--- config.mk ---
export PLATFORM = sky130hd
export DESIGN_NAME = wifi_station_rssi_aggregation_cache
export DESIGN_NICKNAME = d
export VERILOG_FILES = /design/src/sv/wsrac_pkg.sv /design/src/sv/wifi_station_rssi_aggregation_cache.sv /design/src/sv/wsrac_front.sv /design/src/sv/wsrac_div.sv /design/src/sv/wsrac_back.sv
export SDC_FILE = /design/constraint.sdc
export NUM_CORES = 2
export LEC_CHECK = 0
export BUFFER_PORTS_ARGS = -buffer_cell sky130_fd_sc_hd__buf_2
export CAP_MARGIN = 20
export CORE_ASPECT_RATIO = 0.6
export CORE_MARGIN = 3
export CORE_UTILIZATION = 48
export DETAILED_ROUTE_END_ITERATION = 6
export SYNTH_ARGS = -nofsm -noshare
export SYNTH_HDL_FRONTEND = slang
export SYNTH_SLANG_ARGS = --single-unit
--- constraint.sdc ---
create_clock -name clk -period 27.4 [get_ports clk]
set_input_delay 2.74 -clock clk [delete_from_list [all_inputs] [get_ports clk]]
set_output_delay 2.74 -clock clk [all_outputs]
set_load 0.01 [all_outputs]
--- src/sv/wsrac_pkg.sv ---
`timescale 1ns / 1ps
package wsrac_pkg;

  // table geometry
  localparam int ENTRIES = 16;
  localparam int IDX_W   = (ENTRIES > 1) ? $clog2(ENTRIES) : 1;

  localparam logic [15:0] HITS_MAX = 16'hFFFF;

  // direction codes
  localparam logic [1:0] DIR_FROM_STA = 2'd1;
  localparam logic [1:0] DIR_TO_STA   = 2'd2;

  // frame-control codes
  localparam logic [1:0] TYPE_MGMT      = 2'd0;
  localparam logic [3:0] SUB_PROBE_REQ  = 4'd4;
  localparam logic [3:0] SUB_PROBE_RESP = 4'd5;

  // configuration register indexes
  localparam logic [2:0] CFG_MAX_AGE    = 3'd0;
  localparam logic [2:0] CFG_TICK_STEP  = 3'd1;
  localparam logic [2:0] CFG_FILT_BCAST = 3'd2;
  localparam logic [2:0] CFG_OWN_PREFIX = 3'd3;
  localparam logic [2:0] CFG_PREFIX_LEN = 3'd4;

  typedef struct packed {
    logic [31:0] max_age;
    logic [15:0] tick_step;
    logic        filt_bcast;
    logic [47:0] own_prefix;
    logic [2:0]  own_prefix_len;
  } cfg_t;

  // classified work item passed from front to back
  typedef struct packed {
    logic              is_tick;
    logic [47:0]       station;
    logic [1:0]        dir;
    logic signed [7:0] sig;
  } job_t;

  typedef struct packed {
    logic signed [7:0] avg;
    logic signed [7:0] high;
    logic signed [7:0] low;
    logic [15:0]       count;
    logic [31:0]       age;
    logic [1:0]        dir;
    logic [47:0]       station;
  } report_t;

endpackage

--- src/sv/wifi_station_rssi_aggregation_cache.sv ---
`timescale 1ns / 1ps
// A tick only advances the clock in the back end; a frame walks all 16 slots one per cycle
// (pausing for each aged entry that it reports), then folds into an entry or inserts one; each reported
// entry waits on the 24-step serial divider and is staged as a report, and output stalls hold the walk.
// Dropped frames cost nothing downstream. A 2-entry queue lets input keep flowing while the back
// end works.
// Reset (synchronous) empties the table, zeroes the clock and loads the register defaults.
module wifi_station_rssi_aggregation_cache (
  input  logic         clk,
  input  logic         rst,
  input  logic         s_tvalid,
  output logic         s_tready,
  // frame_ctrl_low, frame_ctrl_high, address_one, address_two, address_three, signal_dbm
  input  logic [167:0] s_tdata,
  // opcode
  input  logic         s_tuser,
  output logic         m_tvalid,
  input  logic         m_tready,
  // station_addr, direction, age_ms, frame_count, signal_min, signal_max, signal_avg, pad
  output logic [127:0] m_tdata,
  output logic         m_tlast,
  input  logic         cfg_valid,
  output logic         cfg_ready,
  input  logic [2:0]   cfg_index,
  input  logic [47:0]  cfg_data
);

  wsrac_pkg::cfg_t      cfg;
  wsrac_pkg::job_t      job;
  wsrac_pkg::report_t   rep;
  logic                 job_valid;
  logic                 job_ready;

  assign cfg_ready = 1'b1;

  // configuration registers
  always_ff @(posedge clk) begin
    if (rst) begin
      cfg.max_age        <= 32'd10000;
      cfg.tick_step      <= 16'd100;
      cfg.filt_bcast     <= 1'b1;
      cfg.own_prefix     <= '0;
      cfg.own_prefix_len <= '0;
    end else if (cfg_valid) begin
      unique case (cfg_index)
        wsrac_pkg::CFG_MAX_AGE:    cfg.max_age        <= cfg_data[31:0];
        wsrac_pkg::CFG_TICK_STEP:  cfg.tick_step      <= cfg_data[15:0];
        wsrac_pkg::CFG_FILT_BCAST: cfg.filt_bcast     <= cfg_data[0];
        wsrac_pkg::CFG_OWN_PREFIX: cfg.own_prefix     <= cfg_data;
        wsrac_pkg::CFG_PREFIX_LEN: cfg.own_prefix_len <= cfg_data[2:0];
        default: ;
      endcase
    end
  end

  wsrac_front u_front (
    .clk       (clk),
    .rst       (rst),
    .cfg       (cfg),
    .s_tvalid  (s_tvalid),
    .s_tready  (s_tready),
    .s_tdata   (s_tdata),
    .s_tuser   (s_tuser),
    .job_valid (job_valid),
    .job_ready (job_ready),
    .job       (job)
  );

  wsrac_back u_back (
    .clk       (clk),
    .rst       (rst),
    .cfg       (cfg),
    .job_valid (job_valid),
    .job_ready (job_ready),
    .job       (job),
    .m_valid   (m_tvalid),
    .m_ready   (m_tready),
    .m_rep     (rep),
    .m_last    (m_tlast)
  );

  assign m_tdata = {6'd0, rep.avg, rep.high, rep.low, rep.count, rep.age, rep.dir, rep.station};

endmodule

--- src/sv/wsrac_front.sv ---
`timescale 1ns / 1ps
module wsrac_front (
  input  logic              clk,
  input  logic              rst,
  input  wsrac_pkg::cfg_t   cfg,
  input  logic              s_tvalid,
  output logic              s_tready,
  // frame_ctrl_low, frame_ctrl_high, address_one, address_two, address_three, signal_dbm
  input  logic [167:0]      s_tdata,
  // opcode
  input  logic              s_tuser,
  output logic              job_valid,
  input  logic              job_ready,
  output wsrac_pkg::job_t   job
);

  logic [7:0]        fcl;
  logic [7:0]        fch;
  logic [47:0]       a1;
  logic [47:0]       a2;
  logic [1:0]        ftype;
  logic [3:0]        fsub;
  logic              classed;
  logic              keep;
  wsrac_pkg::job_t   item;
  logic              push;
  logic              pop;

  wsrac_pkg::job_t   q [2];
  logic              wr_ptr;
  logic              rd_ptr;
  logic [1:0]        fill;

  // true when the top bytes of addr equal the own prefix
  function automatic logic own_match(input logic [47:0] addr, input logic [47:0] prefix,
                                     input logic [2:0] len);
    logic [47:0] mask;
    logic [2:0]  n;
    n    = (len > 3'd6) ? 3'd6 : len;
    mask = '0;
    for (int b = 0; b < 6; b++) begin
      if (3'(b) < n) mask[47 - 8 * b -: 8] = 8'hFF;
    end
    return (n != 3'd0) && ((addr & mask) == (prefix & mask));
  endfunction

  assign fcl   = s_tdata[7:0];
  assign fch   = s_tdata[15:8];
  assign a1    = s_tdata[63:16];
  assign a2    = s_tdata[111:64];
  assign ftype = fcl[3:2];
  assign fsub  = fcl[7:4];

  // classify by DS bits and management subtype
  always_comb begin
    item.is_tick = s_tuser;
    item.sig     = s_tdata[167:160];
    item.station = a2;
    item.dir     = wsrac_pkg::DIR_FROM_STA;
    classed      = 1'b0;
    if (fch[0] && fch[1]) begin
      classed = 1'b0;
    end else if (fch[0]) begin
      classed = 1'b1;
    end else if (fch[1]) begin
      item.station = a1;
      item.dir     = wsrac_pkg::DIR_TO_STA;
      classed      = 1'b1;
    end else if (ftype == wsrac_pkg::TYPE_MGMT && fsub == wsrac_pkg::SUB_PROBE_REQ) begin
      classed = 1'b1;
    end else if (ftype == wsrac_pkg::TYPE_MGMT && fsub == wsrac_pkg::SUB_PROBE_RESP) begin
      item.station = a1;
      item.dir     = wsrac_pkg::DIR_TO_STA;
      classed      = 1'b1;
    end
    keep = classed
         && !own_match(item.station, cfg.own_prefix, cfg.own_prefix_len)
         && !(cfg.filt_bcast && item.station == 48'hFFFF_FFFF_FFFF);
  end

  // two-entry queue toward the back end; dropped frames are never queued
  assign s_tready  = (fill != 2'd2);
  assign push      = s_tvalid && s_tready && (s_tuser || keep);
  assign job_valid = (fill != 2'd0);
  assign pop       = job_valid && job_ready;
  assign job       = q[rd_ptr];

  always_ff @(posedge clk) begin
    if (push) q[wr_ptr] <= item;
  end

  always_ff @(posedge clk) begin
    if (rst) begin
      wr_ptr <= 1'b0;
      rd_ptr <= 1'b0;
      fill   <= 2'd0;
    end else begin
      if (push) wr_ptr <= ~wr_ptr;
      if (pop)  rd_ptr <= ~rd_ptr;
      fill <= fill + 2'(push) - 2'(pop);
    end
  end

  a_no_overflow: assert property (@(posedge clk) disable iff (rst)
    fill == 2'd2 |-> !push) else $error("queue overflow");
  a_no_underflow: assert property (@(posedge clk) disable iff (rst)
    fill == 2'd0 |-> !pop) else $error("queue underflow");
  a_fill_step: assert property (@(posedge clk) disable iff (rst)
    (push && !pop) |=> fill == $past(fill) + 2'd1) else $error("fill count slip");

endmodule

--- src/sv/wsrac_div.sv ---
`timescale 1ns / 1ps
module wsrac_div (
  input  logic               clk,
  input  logic               rst,
  input  logic               start,
  input  logic signed [23:0] dividend,
  input  logic [15:0]        divisor,
  output logic               done,
  output logic [7:0]         quot
);

  logic        busy;
  logic [4:0]  cnt;
  logic [15:0] rem;
  logic [23:0] dvd;
  logic [15:0] dsr;
  logic [7:0]  q;
  logic        neg;
  logic [16:0] trial;
  logic        fits;

  // restoring division on magnitudes, one quotient bit a cycle; the average
  // magnitude never exceeds 128, so the low quotient byte is all that is kept
  assign trial = {rem, dvd[23]};
  assign fits  = trial >= {1'b0, dsr};
  assign quot  = neg ? 8'(-q) : q;

  always_ff @(posedge clk) begin
    if (start) begin
      dvd <= dividend[23] ? 24'(-dividend) : dividend;
      dsr <= divisor;
      rem <= '0;
      q   <= '0;
      neg <= dividend[23];
    end else if (busy) begin
      rem <= fits ? 16'(trial - {1'b0, dsr}) : trial[15:0];
      dvd <= {dvd[22:0], 1'b0};
      q   <= {q[6:0], fits};
    end
  end

  always_ff @(posedge clk) begin
    if (rst) begin
      busy <= 1'b0;
      cnt  <= '0;
      done <= 1'b0;
    end else begin
      done <= 1'b0;
      if (start) begin
        busy <= 1'b1;
        cnt  <= 5'd24;
      end else if (busy) begin
        cnt <= cnt - 5'd1;
        if (cnt == 5'd1) begin
          busy <= 1'b0;
          done <= 1'b1;
        end
      end
    end
  end

  a_done_after_busy: assert property (@(posedge clk) disable iff (rst)
    done |-> $past(busy)) else $error("done without work");
  a_no_restart: assert property (@(posedge clk) disable iff (rst)
    busy |-> !start) else $error("divider restarted while busy");
  a_done_idle: assert property (@(posedge clk) disable iff (rst)
    done |-> !busy) else $error("divider busy after done");

endmodule

--- src/sv/wsrac_back.sv ---
`timescale 1ns / 1ps
module wsrac_back (
  input  logic                clk,
  input  logic                rst,
  input  wsrac_pkg::cfg_t     cfg,
  input  logic                job_valid,
  output logic                job_ready,
  input  wsrac_pkg::job_t     job,
  output logic                m_valid,
  input  logic                m_ready,
  output wsrac_pkg::report_t  m_rep,
  output logic                m_last
);

  localparam logic [wsrac_pkg::IDX_W-1:0] LAST_IDX = wsrac_pkg::IDX_W'(wsrac_pkg::ENTRIES - 1);
  localparam logic [wsrac_pkg::IDX_W-1:0] IDX_ONE  = wsrac_pkg::IDX_W'(1);

  typedef enum logic [8:0] {
    S_IDLE   = 9'b000000001,
    S_SCAN   = 9'b000000010,
    S_DIV    = 9'b000000100,
    S_EMIT   = 9'b000001000,
    S_DECIDE = 9'b000010000,
    S_EVICT  = 9'b000100000,
    S_INSERT = 9'b001000000,
    S_UPDATE = 9'b010000000,
    S_FLUSH  = 9'b100000000
  } state_t;

  state_t state;

  // table storage
  logic [47:0]        tbl_station [wsrac_pkg::ENTRIES];
  logic [1:0]         tbl_dir     [wsrac_pkg::ENTRIES];
  logic [31:0]        tbl_ins     [wsrac_pkg::ENTRIES];
  logic signed [7:0]  tbl_low     [wsrac_pkg::ENTRIES];
  logic signed [7:0]  tbl_high    [wsrac_pkg::ENTRIES];
  logic signed [23:0] tbl_sum     [wsrac_pkg::ENTRIES];
  logic [15:0]        tbl_hits    [wsrac_pkg::ENTRIES];

  logic [31:0]                   now_ms;
  logic [wsrac_pkg::IDX_W-1:0]   idx;
  logic [wsrac_pkg::IDX_W-1:0]   pick;
  logic [wsrac_pkg::IDX_W-1:0]   midx;
  logic                          have_free;
  logic                          hit_found;
  logic [31:0]                   best_age;
  logic                          evicting;
  wsrac_pkg::job_t               cur;
  wsrac_pkg::report_t            cap;
  wsrac_pkg::report_t            pend;
  logic                          pvalid;

  logic [31:0]        age;
  logic               used;
  logic               aged;
  logic               key_hit;
  logic               out_free;
  logic               m_load;
  logic               div_start;
  logic               div_done;
  logic [7:0]         div_q;
  wsrac_pkg::report_t rep;
  logic signed [23:0] sig_ext;

  assign age      = now_ms - tbl_ins[idx];
  assign used     = tbl_hits[idx] != 16'd0;
  assign aged     = used && (age > cfg.max_age);
  assign key_hit  = used && tbl_station[idx] == cur.station && tbl_dir[idx] == cur.dir;
  assign out_free = !m_valid || m_ready;
  assign m_load   = pvalid && out_free && (state == S_EMIT || state == S_FLUSH);
  assign sig_ext  = 24'(cur.sig);
  assign job_ready = (state == S_IDLE);
  assign div_start = ((state == S_SCAN) && aged) || ((state == S_EVICT) && used);

  always_comb begin
    rep     = cap;
    rep.avg = div_q;
  end

  wsrac_div u_div (
    .clk      (clk),
    .rst      (rst),
    .start    (div_start),
    .dividend (tbl_sum[idx]),
    .divisor  (tbl_hits[idx]),
    .done     (div_done),
    .quot     (div_q)
  );

  // entry payload, written on insert and update
  always_ff @(posedge clk) begin
    if (state == S_INSERT) begin
      tbl_station[idx] <= cur.station;
      tbl_dir[idx]     <= cur.dir;
      tbl_ins[idx]     <= now_ms;
      tbl_low[idx]     <= cur.sig;
      tbl_high[idx]    <= cur.sig;
      tbl_sum[idx]     <= sig_ext;
    end else if (state == S_UPDATE) begin
      if (tbl_hits[idx] < wsrac_pkg::HITS_MAX) tbl_sum[idx] <= tbl_sum[idx] + sig_ext;
      if (cur.sig < tbl_low[idx])  tbl_low[idx]  <= cur.sig;
      if (cur.sig > tbl_high[idx]) tbl_high[idx] <= cur.sig;
    end
  end

  // report capture at eviction, and the latch of the accepted job
  always_ff @(posedge clk) begin
    if (div_start) begin
      cap.station <= tbl_station[idx];
      cap.dir     <= tbl_dir[idx];
      cap.age     <= age;
      cap.count   <= tbl_hits[idx];
      cap.low     <= tbl_low[idx];
      cap.high    <= tbl_high[idx];
      cap.avg     <= '0;
    end
    if (state == S_IDLE && job_valid) cur <= job;
  end

  // sequencer
  always_ff @(posedge clk) begin
    if (rst) begin
      state     <= S_IDLE;
      now_ms    <= '0;
      idx       <= '0;
      pick      <= '0;
      midx      <= '0;
      have_free <= 1'b0;
      hit_found <= 1'b0;
      best_age  <= '0;
      evicting  <= 1'b0;
      pvalid    <= 1'b0;
      m_valid   <= 1'b0;
      m_last    <= 1'b0;
      for (int i = 0; i < wsrac_pkg::ENTRIES; i++) tbl_hits[i] <= '0;
    end else begin
      if (m_load) begin
        m_valid <= 1'b1;
      end else if (m_valid && m_ready) begin
        m_valid <= 1'b0;
      end
      unique case (state)
        S_IDLE: begin
          if (job_valid) begin
            if (job.is_tick) begin
              now_ms <= now_ms + 32'(cfg.tick_step);
            end else begin
              idx       <= '0;
              pick      <= '0;
              have_free <= 1'b0;
              hit_found <= 1'b0;
              best_age  <= '0;
              evicting  <= 1'b0;
              state     <= S_SCAN;
            end
          end
        end
        S_SCAN: begin
          if (!used) begin
            have_free <= 1'b1;
            pick      <= idx;
          end else if (aged) begin
            have_free     <= 1'b1;
            pick          <= idx;
            tbl_hits[idx] <= '0;
          end else begin
            if (!have_free && (idx == '0 || age > best_age)) begin
              best_age <= age;
              pick     <= idx;
            end
            if (key_hit) begin
              hit_found <= 1'b1;
              midx      <= idx;
            end
          end
          if (aged) begin
            state <= S_DIV;
          end else if (idx == LAST_IDX) begin
            state <= S_DECIDE;
          end else begin
            idx <= idx + IDX_ONE;
          end
        end
        S_DIV: begin
          if (div_done) state <= S_EMIT;
        end
        S_EMIT: begin
          // hold the newest report back until we know whether it is the last
          if (!pvalid || out_free) begin
            if (pvalid) begin
              m_rep  <= pend;
              m_last <= 1'b0;
            end
            pend   <= rep;
            pvalid <= 1'b1;
            if (evicting) begin
              state <= S_INSERT;
            end else if (idx == LAST_IDX) begin
              state <= S_DECIDE;
            end else begin
              idx   <= idx + IDX_ONE;
              state <= S_SCAN;
            end
          end
        end
        S_DECIDE: begin
          idx   <= hit_found ? midx : pick;
          state <= hit_found ? S_UPDATE : S_EVICT;
        end
        S_EVICT: begin
          if (used) begin
            tbl_hits[idx] <= '0;
            evicting      <= 1'b1;
            state         <= S_DIV;
          end else begin
            state <= S_INSERT;
          end
        end
        S_INSERT: begin
          tbl_hits[idx] <= 16'd1;
          state         <= S_FLUSH;
        end
        S_UPDATE: begin
          if (tbl_hits[idx] < wsrac_pkg::HITS_MAX) tbl_hits[idx] <= tbl_hits[idx] + 16'd1;
          state <= S_FLUSH;
        end
        S_FLUSH: begin
          if (!pvalid) begin
            state <= S_IDLE;
          end else if (out_free) begin
            m_rep   <= pend;
            m_last  <= 1'b1;
            pvalid  <= 1'b0;
            state   <= S_IDLE;
          end
        end
        default: state <= S_IDLE;
      endcase
    end
  end

  a_idle_no_pending: assert property (@(posedge clk) disable iff (rst)
    state == S_IDLE |-> !pvalid) else $error("report left pending between items");
  a_div_to_emit: assert property (@(posedge clk) disable iff (rst)
    (state == S_DIV && div_done) |=> state == S_EMIT) else $error("division result lost");
  a_insert_sets_hits: assert property (@(posedge clk) disable iff (rst)
    state == S_INSERT |=> tbl_hits[$past(idx)] == 16'd1) else $error("insert did not land");
  a_evict_reports: assert property (@(posedge clk) disable iff (rst)
    (state == S_EVICT && used) |=> state == S_DIV) else $error("oldest entry not reported");

endmodule

* Word level (Yosys, flattened, before mapping) *
Memory sizes are Yosys's and may differ from the RTL's. A register that Yosys moved wholly into a read port is not among the register bits.
Index checks and enable logic that the tools add are counted.

operators by class
  $add $sub $neg = 11
  order comparisons = 13
  equal/unequal tests = 39
  multiplexer cells = 142
  bitwise gates (word level) = 13
  reductions and logical operators = 64

operators by type and width
  operator                                                          count
  122-bit 2-to-1 mux                                                4
  50-bit 2-to-1 mux                                                 5
  122-bit case mux with 2 select lines                              1
  32-bit 2-to-1 mux                                                 5
  4-bit 2-to-1 mux                                                  25
  48-bit AND                                                        2
  48-bit == test                                                    2
  24-bit 2-to-1 mux                                                 4
  9-bit 2-to-1 mux                                                  9
  16-bit 2-to-1 mux                                                 5
  8-bit 2-to-1 mux                                                  10
  9-bit case mux with 8 select lines                                1
  32-bit greater-than comparator                                    2
  32-bit case mux with 2 select lines                               1
  1-bit 2-to-1 mux                                                  60
  48-bit == test (second input constant)                            1
  32-bit by 16-bit adder with 32-bit output                         1
  32-bit subtractor                                                 1
  6-bit AND reduction                                               5
  24-bit by 8-bit adder with 24-bit output                          1
  24-bit negation                                                   1
  1-bit logical AND                                                 19
  17-bit by 16-bit >= comparator with 1-bit output                  1
  16-bit by 1-bit adder with 16-bit output (second input constant)  1
  other kinds (58)                                                  115

word-level totals
  bits in registers = 667
  memory bits (writable) = 2326
  bits of input ports = 225
  output and inout bits = 132
  memories kept = 8

memories
  memory              depth  width  read ports  clocked after memory_dff  wr ports  RTL line          RTL
  u_back.tbl_station  16     48     1           1                         1         wsrac_back.sv:33  logic [47:0] tbl_station [wsrac_pkg::ENTRIES];
  u_back.tbl_ins      16     32     1           1                         1         wsrac_back.sv:35  logic [31:0] tbl_ins [wsrac_pkg::ENTRIES];
  u_back.tbl_sum      16     24     1           1                         1         wsrac_back.sv:38  logic signed [23:0] tbl_sum [wsrac_pkg::ENTRIES];
  u_back.tbl_hits     16     16     1           1                         16        wsrac_back.sv:39  logic [15:0] tbl_hits [wsrac_pkg::ENTRIES];
  u_back.tbl_high     16     8      1           1                         1         wsrac_back.sv:37  logic signed [7:0] tbl_high [wsrac_pkg::ENTRIES];
  u_back.tbl_low      16     8      1           1                         1         wsrac_back.sv:36  logic signed [7:0] tbl_low [wsrac_pkg::ENTRIES];
  2 more memories     n/a    n/a    n/a         n/a                       n/a       n/a

* Depth between registers and ports, before layout *
  depth in word-level cells = 17
  gate-level depth with buffers = 38

* Modules after synthesis *
From an unflattened synthesis, not the netlist that was laid out.

unflattened totals
  cell total of the unflattened synthesis = 6881
  area, all modules = 123662.4 µm²

by module, submodules not included
  module                               instances  cells each  area each (µm²)  sequential area each (µm²)
  wsrac_back                           1          5550        108810.6         80697.4
  wsrac_front                          1          486         6323.6           3643.5
  wsrac_div                            1          442         4291.6           1851.8
  wifi_station_rssi_aggregation_cache  1          403         4236.6           2001.9

* Worst setup path before layout *
OpenSTA, ideal clock, no wires.

  path kind = input-to-reg
  start = input rst
  end = register u_back.m_rep[0] in the netlist's numbering, enable pin
  arrival time = 12.067 ns
  data required time = 26.616 ns
  slack = 14.550 ns
  cell stages on the path = 3
  path through = clkbuf_1 > clkbuf_1 > a211oi_1

between the ends
  cells in the longest elaborated chain, start to end = 2

RTL lines
  what                           RTL line                                   RTL
  from (decl)                    wifi_station_rssi_aggregation_cache.sv:10  input logic rst,
  1-bit NOT (no line)            n/a
  6-bit AND reduction (no line)  n/a
  to (signal assigned)           wsrac_back.sv:192                          m_rep <= pend;
  to (signal assigned)           wsrac_back.sv:232                          m_rep <= pend;
  to (decl)                      wsrac_back.sv:11                           output wsrac_pkg::report_t m_rep,

No other way between the ends.
A chain may end at the register's enable or synchronous reset.

==> Flow_metrics.wiki <==
{| class="wikitable"
! Metric !! Value
|-
| Overall Global Routing Usage || 27.51%
|-
| Leading cell type in the layout, fill and taps excluded || sky130_fd_sc_hd__edfxtp_1
|-
| Final count of negative-setup-slack endpoints || 0
|-
| Critical Path Source Type || flop
|-
| Total of flip-flops plus latches after synthesis || 2998
|-
| Clock transition at the registers of the reported paths || 60 ps
|-
| Kind of capture point of the worst setup path || flop
|-
| Count of flip-flops with a built-in enable after synthesis || 2767
|-
| Area share of the largest cell type after synthesis || 67.29%
|-
| Met3 routing resource usage after global routing || 7.138%
|-
| Post-synthesis average cell area || 17.14 um2
|-
| Core Footprint || 254400 um2
|-
| Root buffer cell || sky130_fd_sc_hd__clkbuf_16
|-
| Wire length of the first global-routing pass || 510300 um
|-
| Pin count of the biggest net entering global routing || 149
|-
| Headroom to the max-slew limit || 12.48%
|-
| Fillers || 19940
|-
| DIE WIDTH || 660.8 um
|-
| Final routed wirelength across all metal layers || 365500 um
|-
| Dpl cells || 10780
|-
| Detailed-route DRC error count || 0
|-
| GR Layer Usage met1 || 42.60%
|-
| Total via count after detailed routing || 70080
|-
| Tmin final || 11330 ps
|-
| Number of max-slew violations in the final report || 0
|-
| Final WS setup || 16070 ps
|-
| Count of cell types in the netlist || 100
|-
| Inserted Clock Buffers || 287
|-
| Layout overhead on the synthesized area || 12.48%
|-
| Most frequent cells in the layout || sky130_fd_sc_hd__edfxtp_1, sky130_fd_sc_hd__mux4_2, sky130_fd_sc_hd__nand2_1, sky130_fd_sc_hd__nor2_1, sky130_fd_sc_hd__clkbuf_16
|-
| Maximum resistive drop on vdd || 55.15 uV
|-
| Post-place instance area || 129500 um2
|-
| Dominant register cell in the synthesized netlist || sky130_fd_sc_hd__edfxtp_1
|-
| Summed instance area of the synthesized netlist || 123500 um2
|-
| # resized after CTS || 0
|-
| Unrepaired setup endpoints after global routing || false
|-
| DR pass1 iterations || 6
|-
| Clock Sink Count || 2998
|-
| Most area-consuming cells after synthesis || sky130_fd_sc_hd__edfxtp_1, sky130_fd_sc_hd__mux4_2, sky130_fd_sc_hd__dfxtp_1
|-
| Pwr Density || 77.07 nW/um2
|-
| Buffers from clock root to sink, at most || 4
|-
| Crit Path Class || reg2reg
|-
| Hold buffer count at cts || 0
|-
| Via count of the first global-routing pass || 66900
|-
| Hold path startpoint || u_back.pend[39]
|-
| Final worst clock skew || 70.45 ps
|-
| Post-route cell area || 138900 um2
|-
| Maximum frequency from static timing analysis || 88.26 MHz
|-
| Final ANT Viol Nets || 0
|-
| Portion of the clock cycle consumed by the worst path in the final layout || 41.35%
|-
| Grt ovf || 0
|-
| HP Class || reg2reg
|-
| Port Buffers || 293
|-
| H-Tree Depth || 5
|-
| Met2 track utilization from global routing || 37.63%
|-
| Number of max-cap violations || 0
|-
| Number of buffers inserted by post-CTS setup repair || 0
|-
| Share of flip-flops with an asynchronous set or reset || 0%
|-
| Yosys synthesis warning count || 0
|-
| CTS tree || built
|-
| Result of the run || complete, no violations
|-
| Tightest Pin Transition || 1303 ps
|-
| Sequential element share of the synthesized area || 71.04%
|-
| HPWL after detailed placement || 233000 um
|-
| Placer congestion estimate || 0.8940
|-
| Final hold vios || 0
|-
| Effective utilization at floorplan || 48.53%
|-
| Data arrival time of the critical path || 11870 ps
|-
| Post-detailed-route wirelength per cell || 32.29 um
|-
| Clock latency of the later-clocked register in the worst-skew pair || 870 ps
|-
| Number of design-rule violations left by the first detailed-router iteration || 9986
|-
| Total power || 10.70 mW
|-
| Top-level port count || 357
|-
| Final cell count without fillers || 11320
|-
| Overall die area || 263600 um2
|-
| Critical Path RT || 27940 ps
|-
| Final setup TNS || 0 ps
|-
| Nets@finish || 8074
|-
| Leak Pwr || 45.05 nW
|-
| Worst slack at placement || 16240 ps
|-
| Most Used Layer, Global Route || met1
|-
| Synth Instances || 7204
|-
| Fraction of layout instances using a drive strength above 1 || 21.65%
|-
| CP max FO || 96
|-
| Number of antenna violations at the first check in global routing || 44
|-
| Avg Vias per Cell || 6.191
|-
| Standard-cell row count || 143
|-
| Cell type contributing the most total cell area after synthesis || sky130_fd_sc_hd__edfxtp_1
|-
| Vert. Die Dim || 398.9 um
|}
==> per-stage QoR <==
step	util, %	hold WS, ps
after CTS	54.53	403.5
after global routing	54.57	405.4
after global placement	50.88	401.8
after floorplan	-	400.3
after detailed placement	50.90	404.5
final	54.59	392.1
==> cells by family (layout without fill, tap and decap cells) <==
family,after synthesis,after routing,share of synthesized area [%]
other,2,31,0.006082
flip-flops,2998,2998,71.04
XOR/XNOR,258,258,1.830
AO/OA/AOI/OAI,868,868,4.355
multiplexers,871,871,13.22
adder cells (fa/ha/maj),181,181,1.858
AND/OR/NAND/NOR,1453,1453,5.433
buffers and inverters,573,1252,2.254
==> layer usage <==
layer  up-vias  share of wire [%]
met2      3840                 41
met4         8                3.7
met5         -             0.0096
li1      29220                  -
met3       565                 11
met1     36440                 44
==> area by class of cell <==
cell class                 count  area, um2  area share (%)
clock inverter               130       1232          0.8874
sequential                  2998      87730           63.17
multi-input combinational   3638      33340           24.01
antenna                       24      60.06         0.04324
tap                         3407       4263           3.069
inverter                     214      815.8          0.5874
timing repair buffer         529       3427           2.468
clock buffer                 379       8009           5.767
==> sequential cells by signal, summed over array words and instances, names as in the netlist, 118 cells and up, named ones only <==
register and count:
u_back.pend 122, u_back.tbl_station 768, u_back.tbl_ins 512, u_back.tbl_low 128, u_back.tbl_sum 384, u_front.q 118, u_back.m_rep 122, u_back.tbl_hits 256
u_back.tbl_high 128
==> worst paths after layout <==
| check | endpoint | slack, ps | cells after the start |
|---|---|---|---|
| setup / recovery | u_back.tbl_hits[5][11] | 16070 | 27 |
| hold / removal | u_back.m_rep[39] | 390 | 0 |
| setup reg to reg | u_back.tbl_hits[5][11] | 16070 | 27 |
| hold reg to reg | u_back.m_rep[39] | 390 | 0 |
==> power breakdown <==
part | switching, mW | internal, mW
Sequential | 0.200 | 5.37
Clock | 1.71 | 2.28
Combinational | 0.781 | 0.374
==> cell usage after synthesis, drive strengths merged (36+ instances only) <==
cell type / number
a21o: 41
a21oi: 318
a22oi: 45
buf: 191
clkbuf: 168
dfxtp: 231
edfxtp: 2767
ha: 177
inv: 214
mux2: 109
mux2i: 175
mux4: 587
nand2: 500
nand3: 71
nand4: 83
nor2: 465
nor2b: 46
nor3: 67
o21a: 36
o21ai: 183
xnor2: 152
xor2: 106
==> critical path: stages, from the launching register on <==
cell	delay, ps
sky130_fd_sc_hd__dfxtp_4	750
sky130_fd_sc_hd__buf_4	820
sky130_fd_sc_hd__buf_12	590
sky130_fd_sc_hd__buf_12	520
sky130_fd_sc_hd__mux4_2	430
sky130_fd_sc_hd__mux4_2	470
sky130_fd_sc_hd__inv_1	250
sky130_fd_sc_hd__ha_1	280
sky130_fd_sc_hd__nand4_1	150
sky130_fd_sc_hd__nor3_1	190
sky130_fd_sc_hd__o311ai_0	280
sky130_fd_sc_hd__a31oi_1	470
sky130_fd_sc_hd__a41oi_1	240
sky130_fd_sc_hd__a21oi_1	180
sky130_fd_sc_hd__a21oi_1	100
sky130_fd_sc_hd__xnor2_1	790
sky130_fd_sc_hd__ha_1	250
sky130_fd_sc_hd__nand4_1	120
sky130_fd_sc_hd__or2_2	360
sky130_fd_sc_hd__nor4_1	470
sky130_fd_sc_hd__inv_1	90
sky130_fd_sc_hd__o221ai_1	510
sky130_fd_sc_hd__and3_1	570
sky130_fd_sc_hd__o21ai_1	130
sky130_fd_sc_hd__buf_4	260
sky130_fd_sc_hd__and3_1	530
sky130_fd_sc_hd__a21oi_2	610
sky130_fd_sc_hd__buf_4	370
(Power assumes the default switching activity.)
